### config.mk
export PLATFORM = sky130hd
export DESIGN_NAME = llpa_ram
export DESIGN_NICKNAME = d
export VERILOG_FILES = /design/src/hdl/llpa_ram.sv
export SDC_FILE = /design/constraint.sdc
export NUM_CORES = 1
export LEC_CHECK = 0
export BUFFER_PORTS_ARGS = -buffer_cell sky130_fd_sc_hd__buf_2
export CAP_MARGIN = 15
export CORE_UTILIZATION = 35
export CTS_BUF_LIST = sky130_fd_sc_hd__clkbuf_8
export CTS_CLUSTER_SIZE = 25
export DETAILED_ROUTE_END_ITERATION = 16
export SKIP_CTS_REPAIR_TIMING = 1
export SYNTH_ARGS = -nofsm -noshare
export SYNTH_HDL_FRONTEND = slang
export SYNTH_SLANG_ARGS = --single-unit
### constraint.sdc
create_clock -name clk -period 2.3 [get_ports clk]
set_clock_uncertainty 0.1 [all_clocks]
set_input_delay 0.23 -clock clk [delete_from_list [all_inputs] [get_ports clk]]
set_output_delay 0.23 -clock clk [all_outputs]
set_load 0.005 [all_outputs]
### src/hdl/llpa_ram.sv
// Generic single-port synchronous RAM with a registered read.
// Used for the part table and the net degree store; no dependencies.
`default_nettype none

module llpa_ram #(
  parameter int WIDTH = 8,
  parameter int DEPTH = 16
) (
  input  logic                     clk,
  input  logic                     wr_en,
  input  logic [$clog2(DEPTH)-1:0] addr,
  input  logic [WIDTH-1:0]         wr_data,
  output logic [WIDTH-1:0]         rd_data
);

  logic [WIDTH-1:0] mem [DEPTH];

  always_ff @(posedge clk) begin
    if (wr_en) begin
      mem[addr] <= wr_data;
    end
    rd_data <= mem[addr];
  end

endmodule

`default_nettype wire

# Word-level counts from Yosys, hierarchy flattened
# Memory sizes are Yosys's and may differ from the RTL's. A register that Yosys moved wholly into a read port is not among the register bits.
# Cells that the tools add are included.
# classes
mux,2
# op_table
op,count
$mux 1,2
# totals
mem_bits_rw,128
memories,1
inputBits,14
reg_bits,0
output_inout_bits,8
# memory_table
memory,depth,word_bits,read_ports,rd_ports_with_merged_regs,wr,line,text
mem,16,8,1,1,1,16,logic [WIDTH-1:0] mem [DEPTH];

# Depth between registers and ports, before layout
# logic_depth
depth_word,2
depth_mapped,5

# Worst setup path before layout
# No wires, ideal clock.
# synth_timing
path_type,input to register
from,in addr[2]
to,"mem mem[0][0], enable pin"
setup_time_ns,0.383
cell_stages,2
path_slack_ns,0.477
arrival_ns,1.340
t_required_ns,1.817
path_cell_list,or3b_2 -> nor3_1
# synth_lines
item,line,text
start: declaration,11,"input logic [$clog2(DEPTH)-1:0] addr,"
end: declaration,16,
# No word-level cell before the write port.

==> impl_table.tex <==
\begin{tabular}{lr}
\hline
Metric & Value \\
\hline
\multicolumn{2}{l}{\textbf{Global routing}} \\
Wire length of the first global-routing pass & 14900 microns \\
Overall overflow remaining after global route & 0 \\
Number of antenna violations at the first check in global routing & 1 \\
Number of global-route vias before repair & 2466 \\
Total Routing Usage GR & 0.146 \\
Maximum number of pins on one net before global-route repair & 40 \\
\multicolumn{2}{l}{\textbf{Clocking}} \\
Clock buffers created by TritonCTS & 17 \\
CTS Sinks & roughly 140 \\
Cell chosen for the clock root & sky130\_fd\_sc\_hd\_\_clkbuf\_8 \\
Total number of H-tree levels & 4 \\
Clock latency of the later-clocked register in the worst-skew pair & 430 ps \\
Clock tree from TritonCTS & done \\
Maximum buffer depth of the clock tree & 2 \\
Clk pin slew, worst setup/hold paths & 70 ps \\
\multicolumn{2}{l}{\textbf{Worst setup path}} \\
Termination of the worst setup path & rd\_data[3] \\
Worst reg2reg path depth & 3 \\
Source of the worst register-to-register timing path & mem[11][5] \\
Req. time, crit path & 2520 ps \\
CP Max Fanout & 23 \\
Kind of critical path & input pin to register \\
Element type at the critical path end & register \\
Worst path arrival time & between 1500 and 2000 ps \\
Crit. Startpoint & addr[1] \\
R2R setup slack & 890 ps \\
Startpoint types & input pin \\
Terminus of the critical flop-to-flop path & rd\_data[5] \\
\multicolumn{2}{l}{\textbf{Die}} \\
Number of rows created at floorplan & 43 \\
Area enclosed by the die boundary & 15000 sq um \\
Die Span X & 122 microns \\
Standard cell core area & 14000 sq um \\
Height of the die & 122 microns \\
I/O Pins & 22 \\
Starting Density & 0.362 \\
\multicolumn{2}{l}{\textbf{Detailed routing}} \\
Vias per Instance & around 5.0 \\
Total via count after detailed routing & $\sim$2.3k \\
Final wirelength & 9650 microns \\
Violation count after the first detailed-routing iteration & 240 \\
\# DRC & 0 \\
Number of nets still failing antenna checks after routing & 0 \\
Average wire length per cell after detail routing & 20.5 microns \\
Number of iterations in the first detailed-routing pass & 4 \\
\multicolumn{2}{l}{\textbf{Synth}} \\
Fraction of post-synthesis cell area in the top cell type by area & 0.759 \\
Yosys top cell by area & sky130\_fd\_sc\_hd\_\_edfxtp\_1 \\
Count of cell types in the netlist & 18 \\
Cell types occupying the most area after synthesis & sky130\_fd\_sc\_hd\_\_edfxtp\_1 (76\%), sky130\_fd\_sc\_hd\_\_mux4\_2 (14\%), sky130\_fd\_sc\_hd\_\_dfxtp\_1 (3.2\%) \\
Number of nets produced by synthesis & 244 \\
Cells after synthesis & 230 \\
Register bit total from synthesis & between 100 and 150 \\
Cell area after technology mapping & 5070 sq um \\
Mean instance size in the synthesized netlist & 22.0 sq um \\
Sequential fraction of the synthesis area & 0.790 \\
Yosys synthesis warning count & 0 \\
\multicolumn{2}{l}{\textbf{Finish}} \\
Core occupancy in the finished layout & 0.421 \\
Share of layout cells above drive strength 1 & 0.338 \\
Area growth syn-to-layout & 16.3\% \\
Number of antenna repair diodes & 0 \\
Fill count & roughly 1.2k \\
Total Nets Final & 292 \\
\multicolumn{2}{l}{\textbf{Pwr}} \\
Total leakage power & 1.93 nW \\
Max rail drop VDD & approximately 0.36 mV \\
Ratio of total power to cell area & around 850 nW/um\^{}2 \\
PnR Total Power & between 5 and 6 mW \\
\multicolumn{2}{l}{\textbf{Place}} \\
Post-detail-place hpwl & 6130 microns \\
Worst slack at placement & 405 ps \\
Weighted congestion at the end of routability-driven global placement & 0.709 \\
\# port buffers & 21 \\
\multicolumn{2}{l}{\textbf{Timing}} \\
Minimum setup slack in the final design & 872 ps \\
Max\_slew headroom & 0.508 \\
Fmax & 700 MHz \\
Sum of negative setup slack & 0 ps \\
Hold\_ws & 79.2 ps \\
Final Hold Viols & 0 \\
Tcrit/Tclk final & 0.621 \\
Post-layout min period & between 1000 and 1500 ps \\
Final setup violation count & 0 \\
Final slew viol count & 0 \\
Unrepaired setup endpoints after global routing & no \\
Transition time at the pin with the least slew margin & 736 ps \\
\multicolumn{2}{l}{\textbf{Job}} \\
Maximum capacitance violations & 0 \\
\multicolumn{2}{l}{\textbf{Hold path}} \\
Worst hold-check path type & input pin to register \\
\multicolumn{2}{l}{\textbf{Run status}} \\
Result of the run & finished clean \\
\hline
\end{tabular}
==> power by group <==
group / switching (mW) / internal (mW) / total, mW
registers: 0.0183 / 2.77 / 2.79
logic: 0.141 / 0.109 / 0.250
clock network: 0.833 / 1.14 / 1.98
total: 0.992 / 4.02 / 5.01
==> cell usage in the layout, fill, tap and decap left out <==
master / count
sky130_fd_sc_hd__dfxtp_1: 8
sky130_fd_sc_hd__nor2_1: 13
sky130_fd_sc_hd__nand3b_1: 2
sky130_fd_sc_hd__nor3_1: 4
sky130_fd_sc_hd__inv_1: 2
sky130_fd_sc_hd__clkinv_2: 3
sky130_fd_sc_hd__nand2b_1: 2
sky130_fd_sc_hd__edfxtp_1: 128
sky130_fd_sc_hd__bufinv_16: 4
sky130_fd_sc_hd__buf_2: 21
sky130_fd_sc_hd__buf_4: 18
sky130_fd_sc_hd__and2_1: 1
sky130_fd_sc_hd__clkinv_1: 4
sky130_fd_sc_hd__nand2_1: 9
sky130_fd_sc_hd__a22oi_1: 16
sky130_fd_sc_hd__mux4_2: 32
sky130_fd_sc_hd__clkinvlp_4: 1
sky130_fd_sc_hd__clkbuf_8: 17
sky130_fd_sc_hd__nor2b_1: 2
sky130_fd_sc_hd__buf_12: 1
sky130_fd_sc_hd__nand3_1: 1
sky130_fd_sc_hd__or3b_2: 1
==> routing by layer <==
layer	wire length, microns	vias to the layer above	GRT usage
met1	4200	1194	0.197
met4	44	2	0.0595
met5	11	-	0
li1	-	1053	-
met2	4590	80	0.217
met3	806	4	0.0502
==> final cells by class <==
class | count | area, sq um | share of cell area
Sequential cell | 136 | 4000 | 0.680
Tap cell | 180 | 225 | 0.0382
Timing Repair Buffer | 40 | 260 | 0.0442
Clock inverter | 14 | 165 | 0.0280
Clock buffer | 17 | 234 | 0.0397
Multi-Input combinational cell | 83 | 1000 | 0.170
==> cell families after synthesis <==
kind of cell           synth area share
buffers and inverters            0.0119
DFF                               0.790
AOI/OAI and AO/OA                0.0237
and+or+nand+nor                  0.0321
muxes                             0.142
==> cells in the mapped netlist <==
cell	n
sky130_fd_sc_hd__a22oi_1	16
sky130_fd_sc_hd__and2_1	1
sky130_fd_sc_hd__buf_1	4
sky130_fd_sc_hd__buf_2	2
sky130_fd_sc_hd__buf_6	2
sky130_fd_sc_hd__clkbuf_1	2
sky130_fd_sc_hd__clkbuf_2	1
sky130_fd_sc_hd__dfxtp_1	8
sky130_fd_sc_hd__edfxtp_1	128
sky130_fd_sc_hd__mux4_2	32
sky130_fd_sc_hd__nand2_1	9
sky130_fd_sc_hd__nand2b_1	2
sky130_fd_sc_hd__nand3_1	1
sky130_fd_sc_hd__nand3b_1	2
sky130_fd_sc_hd__nor2_1	13
sky130_fd_sc_hd__nor2b_1	2
sky130_fd_sc_hd__nor3_1	4
sky130_fd_sc_hd__or3b_2	1
==> sequential cells by signal, summed over array words and instances, names as in the netlist <==
name     cells
mem        128
rd_data      8
==> per-stage QoR <==
step,std cells,area [sq um]
after floorplan,230,5070
after global placement,439,5490
after detailed placement,439,5490
after CTS,470,5890
after global routing,470,5890
final,470,5890
==> worst max-delay path: stages <==
cell                      delay, ps
sky130_fd_sc_hd__buf_2          440
sky130_fd_sc_hd__buf_4          310
sky130_fd_sc_hd__mux4_2         310
sky130_fd_sc_hd__a22oi_1        260
sky130_fd_sc_hd__nand2_1         80
==> worst min-delay path by stage <==
stage | slack, ps | cells after the start | to | start
finish | 80 | 1 | mem[2][5] | wr_data[5]
global route | 60 | 1 | mem[13][2] | wr_data[2]
CTS | 60 | 1 | mem[2][5] | wr_data[5]
detailed placement | 510 | 1 | rd_data[0] | rd_data[0]
global placement | 510 | 1 | rd_data[4] | rd_data[4]
floorplan | 230 | 0 | mem[0][0] | wr_data[0]
(Power assumes the default switching activity.)
